==> src/hdl/cpse_pkg.sv <==
// -----------------------------------------------------------------------------
// cpse_pkg
// Shared types and constants for the convex polygon span engine.
// -----------------------------------------------------------------------------
`default_nettype none

package cpse_pkg;

   localparam int MAX_V = 16;
   localparam int CB    = 12;
   localparam int IW    = $clog2(MAX_V);
   localparam int NW_C  = IW + 1;
   localparam int MW    = CB + 2;
   localparam int PW    = 2 * MW;
   localparam int AW    = 2 * CB + IW + 2;
   localparam int NW    = 2 * CB + 2;
   localparam int LW    = NW + 1;
   localparam int DCW   = $clog2(NW);

   typedef enum logic [2:0] {
      OP_ADD   = 3'd0,
      OP_CLOSE = 3'd1,
      OP_TEST  = 3'd2,
      OP_SPAN  = 3'd3,
      OP_CLEAR = 3'd4
   } op_type;

   typedef enum logic [1:0] {
      ST_OK     = 2'd0,
      ST_FULL   = 2'd1,
      ST_NOPOLY = 2'd2
   } status_type;

endpackage

`default_nettype wire

==> src/hdl/cpse_if.sv <==
// -----------------------------------------------------------------------------
// cpse_req_if / cpse_rsp_if
// Valid/ready channels carrying request and response beats.
// -----------------------------------------------------------------------------
`default_nettype none

interface cpse_req_if import cpse_pkg::*; ();
   logic          valid;
   logic          ready;
   logic [2:0]    operation;
   logic [CB-1:0] coord_x;
   logic [CB-1:0] coord_y;
   modport source (output valid, operation, coord_x, coord_y, input ready);
   modport sink   (input valid, operation, coord_x, coord_y, output ready);
endinterface

interface cpse_rsp_if import cpse_pkg::*; ();
   logic          valid;
   logic          ready;
   logic [1:0]    status;
   logic          inside_res;
   logic [CB-1:0] left_x;
   logic [CB-1:0] right_x;
   logic [CB-1:0] low_y;
   logic [CB-1:0] high_y;
   logic          was_reversed;
   modport source (output valid, status, inside_res, left_x, right_x, low_y, high_y,
                   was_reversed, input ready);
   modport sink   (input valid, status, inside_res, left_x, right_x, low_y, high_y,
                   was_reversed, output ready);
endinterface

`default_nettype wire

==> src/hdl/convex_polygon_span_engine.sv <==
// -----------------------------------------------------------------------------
// convex_polygon_span_engine
// Convex polygon store with close, point test and row span over a shared
// multiplier, accumulator and serial divider.
// -----------------------------------------------------------------------------
//  channel | dir | handshake   | payload
//  req     | in  | valid/ready | operation, coord_x, coord_y
//  rsp     | out | valid/ready | status, inside_res, left_x, right_x, low_y,
//          |     |             | high_y, was_reversed
//
//  add, clear and rejected beats go straight from idle to the response state
//  close: per edge RDP to M3, NXT; when reversed, per swapped pair SWA to SWC
//  test: per edge RDP to M6, NXT; span: RDP to M5, 25-step divider, DEND, NXT
//  req.ready is high only when idle; a held response stalls the engine
//  synchronous reset clears control state; vertex store has no reset
// -----------------------------------------------------------------------------
`default_nettype none

module convex_polygon_span_engine import cpse_pkg::*; (
   input  wire logic clock,
   input  wire logic reset,
   cpse_req_if.sink   req,
   cpse_rsp_if.source rsp
);

   typedef enum logic [16:0] {
      S_IDLE = 17'h00001, S_RDP  = 17'h00002, S_RDQ  = 17'h00004, S_M1   = 17'h00008,
      S_M2   = 17'h00010, S_M3   = 17'h00020, S_M4   = 17'h00040, S_M5   = 17'h00080,
      S_M6   = 17'h00100, S_DIV  = 17'h00200, S_DEND = 17'h00400, S_NXT  = 17'h00800,
      S_SWA  = 17'h01000, S_SWB  = 17'h02000, S_SWC  = 17'h04000, S_DONE = 17'h08000,
      S_RESP = 17'h10000
   } state_type;

   localparam logic [CB-1:0] CMAX = {CB{1'b1}};

   state_type state_ff, state_in;

   logic [2*CB-1:0] store_ff [MAX_V];
   logic [NW_C-1:0] cnt_ff;
   logic            closed_ff, rev_ff;
   logic [CB-1:0]   bxl_ff, bxh_ff, byl_ff, byh_ff;

   logic [2:0]      op_ff;
   logic [CB-1:0]   x_ff, y_ff;
   logic [IW-1:0]   idx_ff, j_ff;
   logic [CB-1:0]   px_ff, py_ff, qx_ff, qy_ff;
   logic [2*CB-1:0] tmp_ff;
   logic signed [PW-1:0] mul_ff;
   logic signed [AW-1:0] acc_ff, area_ff;
   logic signed [LW-1:0] left_ff, right_ff;
   logic            inpoly_ff;
   logic [NW-2:0]   quo_ff;
   logic [CB:0]     rem_ff;
   logic [CB-1:0]   dv_ff;
   logic            neg_ff;
   logic [DCW-1:0]  dcnt_ff;

   logic [1:0]      st_ff;
   logic            ins_ff, rv_ff;
   logic [CB-1:0]   lx_ff, rx_ff, ly_ff, hy_ff;

   logic [IW-1:0]   pidx, rd_addr, cnt_last;
   logic [2*CB-1:0] rd_data;
   logic [CB-1:0]   rdx, rdy;
   logic signed [CB:0]   a_val, b_val;
   logic signed [MW-1:0] ma, mb;
   logic signed [PW-1:0] mul_in;
   logic signed [AW-1:0] prod_w, c_w, s_w, nsum, nabs;
   logic [CB:0]     r2;
   logic signed [LW-1:0] xi;
   logic            accepted;

   function automatic logic [CB-1:0] sat(input logic signed [LW-1:0] v);
      if (v < 0) return '0;
      if (v > $signed({{(LW-CB){1'b0}}, CMAX})) return CMAX;
      return v[CB-1:0];
   endfunction

   assign cnt_last = IW'(cnt_ff - 1'b1);
   assign pidx     = (idx_ff == '0) ? cnt_last : IW'(idx_ff - 1'b1);
   assign rd_addr  = (state_ff == S_RDP) ? pidx : (state_ff == S_SWB) ? j_ff : idx_ff;
   assign rd_data  = store_ff[rd_addr];
   assign rdx      = rd_data[2*CB-1:CB];
   assign rdy      = rd_data[CB-1:0];
   assign a_val    = $signed({1'b0, py_ff}) - $signed({1'b0, qy_ff});
   assign b_val    = $signed({1'b0, qx_ff}) - $signed({1'b0, px_ff});
   assign prod_w   = AW'(mul_ff);
   assign c_w      = acc_ff - prod_w;
   assign s_w      = acc_ff + prod_w;
   assign nsum     = -prod_w - acc_ff;
   assign nabs     = (nsum < 0) ? -nsum : nsum;
   assign r2       = {rem_ff[CB-1:0], quo_ff[NW-2]};
   assign xi       = neg_ff ? -$signed({2'b0, quo_ff}) : $signed({2'b0, quo_ff});
   assign accepted = req.valid && req.ready;

   always_comb begin
      ma = '0;
      mb = '0;
      unique case (state_ff)
         S_M1: begin
            ma = $signed({2'b0, px_ff}); mb = $signed({2'b0, qy_ff});
         end
         S_M2: begin
            ma = $signed({2'b0, py_ff}); mb = $signed({2'b0, qx_ff});
         end
         S_M4: begin
            ma = (op_ff == OP_TEST) ? MW'(a_val) : MW'(b_val);
            mb = (op_ff == OP_TEST) ? $signed({2'b0, x_ff}) : $signed({2'b0, y_ff});
         end
         S_M5: begin
            ma = MW'(b_val); mb = $signed({2'b0, y_ff});
         end
         default: begin
            ma = '0; mb = '0;
         end
      endcase
      mul_in = ma * mb;
   end

   always_comb begin
      state_in = state_ff;
      unique case (state_ff)
         S_IDLE: begin
            if (accepted) begin
               unique case (req.operation) inside
                  OP_CLOSE: state_in = (cnt_ff < 3) ? S_RESP : S_RDP;
                  OP_TEST, OP_SPAN: state_in = (!closed_ff || cnt_ff < 3) ? S_RESP : S_RDP;
                  default: state_in = S_RESP;
               endcase
            end
         end
         S_RDP:  state_in = S_RDQ;
         S_RDQ:  state_in = S_M1;
         S_M1:   state_in = S_M2;
         S_M2:   state_in = S_M3;
         S_M3: begin
            if (op_ff == OP_CLOSE) state_in = S_NXT;
            else if (op_ff == OP_SPAN && a_val == 0)
               state_in = (py_ff == y_ff) ? S_DONE : S_NXT;
            else state_in = S_M4;
         end
         S_M4:   state_in = S_M5;
         S_M5:   state_in = (op_ff == OP_TEST) ? S_M6 : S_DIV;
         S_M6:   state_in = (s_w > 0) ? S_DONE : S_NXT;
         S_DIV:  state_in = (dcnt_ff == DCW'(NW - 2)) ? S_DEND : S_DIV;
         S_DEND: state_in = S_NXT;
         S_NXT: begin
            if (idx_ff == cnt_last)
               state_in = (op_ff == OP_CLOSE && area_ff > 0) ? S_SWA : S_DONE;
            else state_in = S_RDP;
         end
         S_SWA:  state_in = (idx_ff < j_ff) ? S_SWB : S_DONE;
         S_SWB:  state_in = S_SWC;
         S_SWC:  state_in = S_SWA;
         S_DONE: state_in = S_RESP;
         S_RESP: state_in = rsp.ready ? S_IDLE : S_RESP;
         default: state_in = S_IDLE;
      endcase
   end

   always_ff @(posedge clock) begin
      if (reset) begin
         state_ff  <= S_IDLE;
         cnt_ff    <= '0;
         closed_ff <= 1'b0;
         rev_ff    <= 1'b0;
         bxl_ff    <= '0;
         bxh_ff    <= '0;
         byl_ff    <= '0;
         byh_ff    <= '0;
      end else begin
         state_ff <= state_in;
         unique case (state_ff)
            S_IDLE: begin
               if (accepted) begin
                  op_ff     <= req.operation;
                  x_ff      <= req.coord_x;
                  y_ff      <= req.coord_y;
                  idx_ff    <= '0;
                  area_ff   <= '0;
                  inpoly_ff <= 1'b1;
                  left_ff   <= LW'($signed({1'b0, bxl_ff}));
                  right_ff  <= LW'($signed({1'b0, bxh_ff}));
                  st_ff     <= ST_OK;
                  ins_ff    <= 1'b0;
                  lx_ff     <= '0;
                  rx_ff     <= '0;
                  ly_ff     <= '0;
                  hy_ff     <= '0;
                  rv_ff     <= 1'b0;
                  unique case (req.operation) inside
                     OP_ADD: begin
                        if (cnt_ff >= NW_C'(MAX_V)) st_ff <= ST_FULL;
                        else begin
                           store_ff[cnt_ff[IW-1:0]] <= {req.coord_x, req.coord_y};
                           cnt_ff    <= cnt_ff + 1'b1;
                           closed_ff <= 1'b0;
                        end
                     end
                     OP_CLOSE: if (cnt_ff < 3) st_ff <= ST_NOPOLY;
                     OP_TEST, OP_SPAN: if (!closed_ff || cnt_ff < 3) st_ff <= ST_NOPOLY;
                     OP_CLEAR: begin
                        cnt_ff    <= '0;
                        closed_ff <= 1'b0;
                        rev_ff    <= 1'b0;
                        bxl_ff    <= '0;
                        bxh_ff    <= '0;
                        byl_ff    <= '0;
                        byh_ff    <= '0;
                     end
                     default: st_ff <= ST_OK;
                  endcase
               end
            end
            S_RDP: begin
               px_ff <= rdx;
               py_ff <= rdy;
            end
            S_RDQ: begin
               qx_ff <= rdx;
               qy_ff <= rdy;
               if (op_ff == OP_CLOSE) begin
                  if (idx_ff == '0 || rdx < bxl_ff) bxl_ff <= rdx;
                  if (idx_ff == '0 || rdx > bxh_ff) bxh_ff <= rdx;
                  if (idx_ff == '0 || rdy < byl_ff) byl_ff <= rdy;
                  if (idx_ff == '0 || rdy > byh_ff) byh_ff <= rdy;
               end
            end
            S_M1: mul_ff <= mul_in;
            S_M2: begin
               acc_ff <= prod_w;
               mul_ff <= mul_in;
            end
            S_M3: begin
               acc_ff <= c_w;
               if (op_ff == OP_CLOSE) area_ff <= area_ff + c_w;
               if (op_ff == OP_SPAN && a_val == 0 && py_ff == y_ff) begin
                  left_ff  <= LW'($signed({1'b0, (px_ff < qx_ff) ? px_ff : qx_ff}));
                  right_ff <= LW'($signed({1'b0, (px_ff < qx_ff) ? qx_ff : px_ff}));
               end
            end
            S_M4: mul_ff <= mul_in;
            S_M5: begin
               if (op_ff == OP_TEST) begin
                  acc_ff <= s_w;
                  mul_ff <= mul_in;
               end else begin
                  quo_ff  <= nabs[NW-2:0];
                  rem_ff  <= '0;
                  dv_ff   <= (a_val < 0) ? CB'(-a_val) : CB'(a_val);
                  neg_ff  <= (nsum < 0) ^ (a_val < 0);
                  dcnt_ff <= '0;
               end
            end
            S_M6: if (s_w > 0) inpoly_ff <= 1'b0;
            S_DIV: begin
               if (r2 >= {1'b0, dv_ff}) begin
                  rem_ff <= r2 - {1'b0, dv_ff};
                  quo_ff <= {quo_ff[NW-3:0], 1'b1};
               end else begin
                  rem_ff <= r2;
                  quo_ff <= {quo_ff[NW-3:0], 1'b0};
               end
               dcnt_ff <= dcnt_ff + 1'b1;
            end
            S_DEND: begin
               if (py_ff < qy_ff) begin
                  if (left_ff < xi) left_ff <= xi;
               end else begin
                  if (right_ff > xi) right_ff <= xi;
               end
            end
            S_NXT: begin
               if (idx_ff == cnt_last) begin
                  idx_ff <= '0;
                  j_ff   <= cnt_last;
               end else idx_ff <= idx_ff + 1'b1;
            end
            S_SWA: tmp_ff <= rd_data;
            S_SWB: store_ff[idx_ff] <= rd_data;
            S_SWC: begin
               store_ff[j_ff] <= tmp_ff;
               idx_ff <= idx_ff + 1'b1;
               j_ff   <= j_ff - 1'b1;
            end
            S_DONE: begin
               unique case (op_ff)
                  OP_CLOSE: begin
                     closed_ff <= 1'b1;
                     rev_ff    <= area_ff > 0;
                     rv_ff     <= area_ff > 0;
                     lx_ff     <= bxl_ff;
                     rx_ff     <= bxh_ff;
                     ly_ff     <= byl_ff;
                     hy_ff     <= byh_ff;
                  end
                  OP_TEST: ins_ff <= inpoly_ff;
                  default: begin
                     lx_ff <= sat(left_ff);
                     rx_ff <= sat(right_ff);
                  end
               endcase
            end
            default: ;
         endcase
      end
   end

   assign req.ready        = (state_ff == S_IDLE);
   assign rsp.valid        = (state_ff == S_RESP);
   assign rsp.status       = st_ff;
   assign rsp.inside_res   = ins_ff;
   assign rsp.left_x       = lx_ff;
   assign rsp.right_x      = rx_ff;
   assign rsp.low_y        = ly_ff;
   assign rsp.high_y       = hy_ff;
   assign rsp.was_reversed = rv_ff;

   a_busy_when_resp: assert property (@(posedge clock) disable iff (reset)
      rsp.valid |-> !req.ready) else $error("ready during response");
   a_cnt_range: assert property (@(posedge clock) disable iff (reset)
      cnt_ff <= NW_C'(MAX_V)) else $error("vertex count overflow");
   a_busy_after: assert property (@(posedge clock) disable iff (reset)
      (req.valid && req.ready) |=> !req.ready) else $error("ready after accept");
   a_onehot: assert property (@(posedge clock) disable iff (reset)
      $onehot(state_ff)) else $error("state not one-hot");

endmodule

`default_nettype wire
==> src/flat_wrapper.sv <==
// flat-port wrapper written by rule: the top's interface ports become plain ports
module convex_polygon_span_engine_flat import cpse_pkg::*;
  (clock, reset, req_valid, req_operation, req_coord_x, req_coord_y, req_ready, rsp_valid, rsp_status, rsp_inside_res, rsp_left_x, rsp_right_x, rsp_low_y, rsp_high_y, rsp_was_reversed, rsp_ready);
  cpse_req_if req_i ();
  cpse_rsp_if rsp_i ();
  input  wire logic clock;
  input  wire logic reset;
  input wire logic [$bits(req_i.valid)-1:0] req_valid;
  input wire logic [$bits(req_i.operation)-1:0] req_operation;
  input wire logic [$bits(req_i.coord_x)-1:0] req_coord_x;
  input wire logic [$bits(req_i.coord_y)-1:0] req_coord_y;
  output wire logic [$bits(req_i.ready)-1:0] req_ready;
  output wire logic [$bits(rsp_i.valid)-1:0] rsp_valid;
  output wire logic [$bits(rsp_i.status)-1:0] rsp_status;
  output wire logic [$bits(rsp_i.inside_res)-1:0] rsp_inside_res;
  output wire logic [$bits(rsp_i.left_x)-1:0] rsp_left_x;
  output wire logic [$bits(rsp_i.right_x)-1:0] rsp_right_x;
  output wire logic [$bits(rsp_i.low_y)-1:0] rsp_low_y;
  output wire logic [$bits(rsp_i.high_y)-1:0] rsp_high_y;
  output wire logic [$bits(rsp_i.was_reversed)-1:0] rsp_was_reversed;
  input wire logic [$bits(rsp_i.ready)-1:0] rsp_ready;
  assign req_i.valid = req_valid;
  assign req_i.operation = req_operation;
  assign req_i.coord_x = req_coord_x;
  assign req_i.coord_y = req_coord_y;
  assign req_ready = req_i.ready;
  assign rsp_valid = rsp_i.valid;
  assign rsp_status = rsp_i.status;
  assign rsp_inside_res = rsp_i.inside_res;
  assign rsp_left_x = rsp_i.left_x;
  assign rsp_right_x = rsp_i.right_x;
  assign rsp_low_y = rsp_i.low_y;
  assign rsp_high_y = rsp_i.high_y;
  assign rsp_was_reversed = rsp_i.was_reversed;
  assign rsp_i.ready = rsp_ready;
  convex_polygon_span_engine u_core (.clock(clock), .reset(reset), .req(req_i), .rsp(rsp_i));
endmodule
==> config.mk <==
export PLATFORM = sky130hd
export DESIGN_NAME = convex_polygon_span_engine_flat
export DESIGN_NICKNAME = d
export VERILOG_FILES = /design/src/hdl/cpse_pkg.sv /design/src/hdl/cpse_if.sv /design/src/hdl/convex_polygon_span_engine.sv /design/src/flat_wrapper.sv
export SDC_FILE = /design/constraint.sdc
export NUM_CORES = 2
export LEC_CHECK = 0
export CORE_MARGIN = 1
export CORE_UTILIZATION = 41
export DETAILED_ROUTE_END_ITERATION = 7
export DONT_BUFFER_PORTS = 1
export GPL_ROUTABILITY_DRIVEN = 0
export SETUP_SLACK_MARGIN = 0.5
export SKIP_LAST_GASP = 1
export SLEW_MARGIN = 25
export SYNTH_ARGS = -nofsm -noshare
export SYNTH_HDL_FRONTEND = slang
export SYNTH_SLANG_ARGS = --single-unit
==> constraint.sdc <==
create_clock -name clock -period 16.05 [get_ports clock]
set_clock_uncertainty 0.1 [all_clocks]
set_input_delay 3.21 -clock clock [delete_from_list [all_inputs] [get_ports clock]]
set_output_delay 3.21 -clock clock [all_outputs]
set_load 0.01 [all_outputs]
# Word level (Yosys, flattened, before mapping)
# Memory sizes are Yosys's and may differ from the RTL's.
# Index checks and enable logic that the tools add are counted.
dict set report classes {
  n_bitwise 3
  n_lt_le_gt_ge 20
  eq_ne 50
  reduce_logical 52
  addsub 17
  div_mod_pow 0
  shifts 0
  n_mux 143
  mul 1
}
# operator n
set op_table {}
lappend op_table {{$mux W12} 27}
lappend op_table {{$pmux W17 S17} 1}
lappend op_table {{$pmux W12 S2} 11}
lappend op_table {{$mux W27} 9}
lappend op_table {{$pmux W27 S3} 2}
lappend op_table {{$mux W17} 7}
lappend op_table {{$mux W30} 3}
lappend op_table {{$pmux W30 S3} 1}
lappend op_table {{$mux W16} 4}
lappend op_table {{$gt A30 B1 Y1 const B} 2}
lappend op_table {{$pmux W30 S2} 1}
lappend op_table {{$pmux W14 S4} 1}
lappend op_table {{$pmux W28 S2} 1}
lappend op_table {{$gt A27 B13 Y1 const B} 2}
lappend op_table {{$lt A27 B1 Y1 const B} 2}
lappend op_table {{$mux W25} 2}
lappend op_table {{$pmux W25 S2} 1}
lappend op_table {{$lt A12 B12 Y1} 4}
lappend op_table {{$mux W24} 2}
lappend op_table {{$pmux W12 S4} 1}
lappend op_table {{$reduce_or A24 Y1} 2}
lappend op_table {{$mux W1} 42}
lappend op_table {{$pmux W17 S2} 1}
lappend op_table {{$logic_not A32 Y1} 1}
lappend op_table {{other kinds (77)} 156}
dict set report word_totals {
  ff_bits 428
  romBits 0
  mem_count 1
  input_bits 31
  latch_bits 0
  mem_bits_rw 384
  word_cells 322
}
# name depth word_bits read_ports rd_ports_with_merged_regs wr line
set memory_table {}
lappend memory_table {u_core.store_ff 16 24 1 0 1 convex_polygon_span_engine.sv:38} ;# logic [2*CB-1:0] store_ff [MAX_V];

# Logic depth before layout (Yosys ltp)
dict set report depth {
  depth_word 13
  depth_mapped 36
  ltp_nobuf 36
}

# Least setup slack after synthesis
# No wires, ideal clock.
dict set report synth_path {
  path_type {reg2reg}
  start {reg u_core.state_ff[0]}
  end {reg u_core.mul_ff[26], data pin}
  stages_incl_launch_ff 30
  arrival_time_ns 8.208
  path_buffers 2
  synth_period_minus_slack_ns 8.569
  setup_time_ns 0.261
  required_ns 15.689
  setup_slack_ns 7.481
  cell_sequence {dfxtp_1 or4_4 or3_4 nor4_1 nand2_1 nor3b_1 clkbuf_1 a222oi_1 nand2_1 clkbuf_1 nand2_1 fa_1 fa_1 inv_1 fa_1 fa_1 inv_1 fa_1 inv_1 ha_1 a21oi_1 nor2_1 a21oi_1 o31ai_1 o41a_1 a41o_1 o311a_1 o21a_1 o21a_1 a311o_1}
}
dict set report synth_between {
  elab_chain_len 5
}
# element line
set synth_rtl {}
lappend synth_rtl {{start, declared} convex_polygon_span_engine.sv:36} ;# state_type state_ff, state_in;
lappend synth_rtl {{start signal, assigned} convex_polygon_span_engine.sv:172} ;# state_ff <= state_in;
lappend synth_rtl {{$eq A17 B8 Y1 (tied with other cells)} convex_polygon_span_engine.sv:99} ;# unique case (state_ff)
lappend synth_rtl {{$pmux W14 S4 / $pmux W12 S4 (equally long branches)} convex_polygon_span_engine.sv:99}
lappend synth_rtl {{$mul A14 B13 Y27 (*)} convex_polygon_span_engine.sv:117} ;# mul_in = ma * mb;
lappend synth_rtl {{named net u_core.mul_in[26]} convex_polygon_span_engine.sv:67} ;# logic signed [PW-1:0] mul_in;
lappend synth_rtl {{$mux W28} convex_polygon_span_engine.sv:244} ;# if (op_ff == OP_TEST) begin
lappend synth_rtl {{$pmux W28 S2 (*)} convex_polygon_span_engine.sv:173} ;# unique case (state_ff)
lappend synth_rtl {{end signal, assigned} convex_polygon_span_engine.sv:232} ;# mul_ff <= mul_in;
lappend synth_rtl {{end signal, assigned} convex_polygon_span_engine.sv:242} ;# S_M4: mul_ff <= mul_in;
lappend synth_rtl {{end signal, assigned} convex_polygon_span_engine.sv:246} ;# mul_ff <= mul_in;
lappend synth_rtl {{end, declared} convex_polygon_span_engine.sv:48} ;# logic signed [PW-1:0] mul_ff;
# Mark *: on every way through the listed nets, which the timed path passes. The rest lies on a longest branch. The select of a mux whose other input is x is not followed.
# A chain may end at the register's enable or synchronous reset.

# Worst setup path in the final report
dict set report layout_path {
  start {reg u_core.px_ff[1]}
  end {reg u_core.mul_ff[26], data pin}
}
dict set report layout_between {
  elab_chain_len 6
}
# element line
set layout_rtl {}
lappend layout_rtl {{start, declared} convex_polygon_span_engine.sv:46} ;# logic [CB-1:0] px_ff, py_ff, qx_ff, qy_ff;
lappend layout_rtl {{start signal, assigned} convex_polygon_span_engine.sv:216} ;# px_ff <= rdx;
lappend layout_rtl {{$sub A12 B12 Y13} convex_polygon_span_engine.sv:86} ;# assign b_val = $signed({1'b0, qx_ff}) - $signed({1'b0, px_ff});
lappend layout_rtl {{$mux W14} convex_polygon_span_engine.sv:107} ;# ma = (op_ff == OP_TEST) ? MW'(a_val) : MW'(b_val);
lappend layout_rtl {{$pmux W14 S4 (*)} convex_polygon_span_engine.sv:99}
lappend layout_rtl {{$mul A14 B13 Y27 (*)} convex_polygon_span_engine.sv:117}
lappend layout_rtl {{named net u_core.mul_in[26]} convex_polygon_span_engine.sv:67}
lappend layout_rtl {{$mux W28} convex_polygon_span_engine.sv:244}
lappend layout_rtl {{$pmux W28 S2 (*)} convex_polygon_span_engine.sv:173}
# Marked as above.

==> impl_metrics.py <==
metrics = {
    "power": {
        "p_sw_frac": 0.265,
        "pwr-share-clk": 0.403,
        "internal_power_w": 0.00378,
        "ir_worst_vdd_mv": 0.0976,
        "powerDensity_nw_per_um2": 92.6,
        "netSwitchingPower_w": 0.00136,
        "p_leak_nw": 21.1,
        "combPwrFrac": 0.119,
        "p_seq_frac": 0.478,
    },
    "layout": {
        "synthToLayoutAreaGrowth_pct": 10.3,
        "register_area_sq_um": 23600,
        "multi_input_area_sq_um": 24600,
        "final_cells": 6207,
        "drive_gt1_frac": 0.0920,
        "nets": 5048,
        "fillCellCount": 11300,
    },
    "sta": {
        "finalSetupViolations": 0,
        "tightest_slew_ns": 1.10,
        "finalSetupTns_ns": 0,
        "maxSlewHeadroom": 0.263,
        "slew_violations": 0,
        "min_period_ns": 9.51,
        "max_freq_mhz": 105,
        "rsz0062_at_grt": "no",
        "finalCritPeriodShare": 0.593,
        "hold_violations": 0,
    },
    "yosys": {
        "yosys-top-cells-area": "edfxtp_1 (44%), ha_1 (8.8%), fa_1 (6.3%)",
        "synth.most_common_cell": "edfxtp_1",
        "synth.distinct_cells": 90,
        "ys_top_cells_by_count": "edfxtp_1 (740), nor2_1 (459), inv_1 (434)",
        "syn_nets": 5041,
        "seq_area_frac_synth": 0.470,
        "synth_cells": 4497,
        "yosysTopAreaCellShare": 0.442,
        "synth_top_cell_by_area": "edfxtp_1",
        "synth_ff_type": "edfxtp_1",
        "ys_warn_count": 0,
        "synth_edf_count": 740,
        "async_reset_ff_frac": 0,
        "synth_area_sq_um": 50300,
        "syn_avg_cell_area_sq_um": 11.2,
        "synth.ff_latch_count": 811,
    },
    "global_route": {
        "grt-ovfl-total": 0,
        "grt_start_max_net_pins": 97,
        "grt_pass1_vias": 34300,
        "grt_pass1_wl_mm": 213,
        "track_usage": 0.224,
        "antenna_found_initial": 7,
    },
    "setup_path": {
        "path_class": "flop to flop",
        "worstSetupEndpointType": "flop",
        "crit_arrival_ns": 9.87,
        "critPathMaxStageDelay_ns": 0.90,
        "cp.required_ns": 16.41,
        "startpoint_type": "flop",
        "cp_slowest_cell": "a221oi_1",
        "worstPathMaxFanout": 6,
    },
    "detailed_routing": {
        "drtIter0Drc": 3323,
        "wl_per_cell_microns": 22.8,
        "drc": 0,
        "wl_met3_mm": 9.43,
        "routed_wl_mm": 142,
        "num_vias": 35600,
        "dr_wl_met2_mm": 66.3,
        "routed.top_layer": "met5",
        "drt-pass1-iter-count": 8,
        "ant_nets": 0,
        "routed_via_density": 5.73,
        "drt-met1-wl_mm": 61.7,
    },
    "placed_design": {
        "hpwl_mm": 102,
        "place_inst": 6036,
        "portBuffers": 0,
    },
    "clocking": {
        "htree_levels": 3,
        "root_buffer": "clkbuf_16",
        "clk_latency_ns": 0.74,
        "cts.sinks": 811,
        "cts_hold_repair.buffers": 0,
        "numCtsBuffers": 89,
        "cts_tree": "yes",
        "clk_pin_slew_ns": 0.06,
        "clk_path_buf_depth": 3,
        "cts_resized": 0,
        "post_cts_buffers": 0,
    },
    "job": {
        "maxCapViolations": 0,
    },
    "die": {
        "ios": 85,
        "row_count": 128,
        "start_util": 0.413,
        "die_height_microns": 352,
        "design.core.area_sq_um": 122000,
        "die_w_microns": 352,
        "dieArea_sq_um": 124000,
    },
    "status": {
        "status": "complete, no violations",
    },
    "hold_path": {
        "min_path_type": "flop to flop",
    },
}
sequential cells by signal, indices dropped and copies added (netlist names), 17 cells and up:
name             cells
u_core.store_ff    384
u_core.acc_ff       30
u_core.quo_ff       25
u_core.tmp_ff       24
u_core.state_ff     17
u_core.right_ff     27
u_core.area_ff      30
u_core.left_ff      27
u_core.mul_ff       27
cells by family after synthesis:
kind of cell    Yosys count  synth area share
flops                   811             0.470
xor+xnor                206            0.0359
buf+inv                 600            0.0460
mux                     155            0.0550
simple gates           1277             0.118
compound gates          935             0.124
fa+ha+maj               513             0.151
power by group through the flow:
stage	Combinational, W	Sequential [W]	Clock, W
2_1_floorplan	0.000424	0.00248	0
3_3_place_gp	0.000603	0.00250	0
3_5_place_dp	0.000610	0.00250	0
4_1_cts	0.000612	0.00246	0.00211
5_1_grt	0.000667	0.00246	0.00219
6_report	0.000613	0.00246	0.00207
final timing paths:
path	startpoint	endpoint	slack, ns	depth (start not counted)
worst min register to register	u_core.byl_ff[7]$_SDFFE_PP0P_	u_core.byl_ff[7]$_SDFFE_PP0P_	0.38	1
worst min-delay path	u_core.byl_ff[7]$_SDFFE_PP0P_	u_core.byl_ff[7]$_SDFFE_PP0P_	0.38	1
worst max register to register	u_core.px_ff[1]$_DFFE_PP_	u_core.mul_ff[26]$_DFFE_PP_	6.54	34
worst max-delay path	u_core.px_ff[1]$_DFFE_PP_	u_core.mul_ff[26]$_DFFE_PP_	6.54	34
final cells by class:
type,count,share of cell area
well taps,1625,0.0366
diodes,5,0.000225
inverters,436,0.0295
clock inverters,45,0.00888
flip-flops and latches,811,0.426
repair buffers,80,0.0110
clock buffers,119,0.0444
multi-input cells,3086,0.443
cell usage in the layout (no fill, tap or decap), types with 22 or more instances in the layout:
cell	synthesis	layout
edfxtp_1	740	740
inv_1	434	434
nor2_1	459	430
ha_1	354	354
nand2_1	342	342
a21oi_1	248	243
o21ai_0	163	162
fa_1	159	159
xnor2_1	117	116
nor3_1	98	96
mux4_2	96	96
clkbuf_16	0	91
xor2_1	89	89
buf_4	2	76
a21o_1	75	75
dfxtp_1	71	71
mux2i_1	56	56
a22oi_1	56	56
nand2b_1	48	47
nor2b_1	44	44
nand3_1	43	43
nor4_1	41	40
nand4_1	38	38
o211ai_1	35	35
o21a_1	33	33
or3_1	30	30
a31oi_1	30	30
o31ai_1	30	30
a22o_1	27	27
a211oi_1	27	26
nor2_2	0	25
and2_1	24	24
and3_1	22	22
o21bai_1	23	22
worst max-delay path: cells and delay by family, from the launching register on:
family,cells,cell delay (ns)
flops,1,0.45
buf+inv,5,0.33
fa+ha+maj,7,3.13
simple gates,5,0.62
compound gates,17,4.58
metrics by stage:
step	power, W	utilization	worst slack [ns]	area [sq um]	hold WS, ns
6_report	0.00514	0.456	6.54	55500	0.383
5_1_grt	0.00532	0.456	6.15	55500	0.397
4_1_cts	0.00518	0.456	6.62	55500	0.383
3_5_place_dp	0.00311	0.431	6.64	52500	0.364
3_3_place_gp	0.00310	0.431	6.85	52500	0.364
2_1_floorplan	0.00290	-	7.48	50300	0.349
metal layers:
| layer | global-route usage | vias up |
|---|---|---|
| met4 | 0.0635 | 18 |
| met2 | 0.363 | 1154 |
| li1 | - | 16400 |
| met5 | 0 | - |
| met3 | 0.0400 | 243 |
| met1 | 0.307 | 17800 |
No activity file was read; power rests on OpenSTA's default activity.
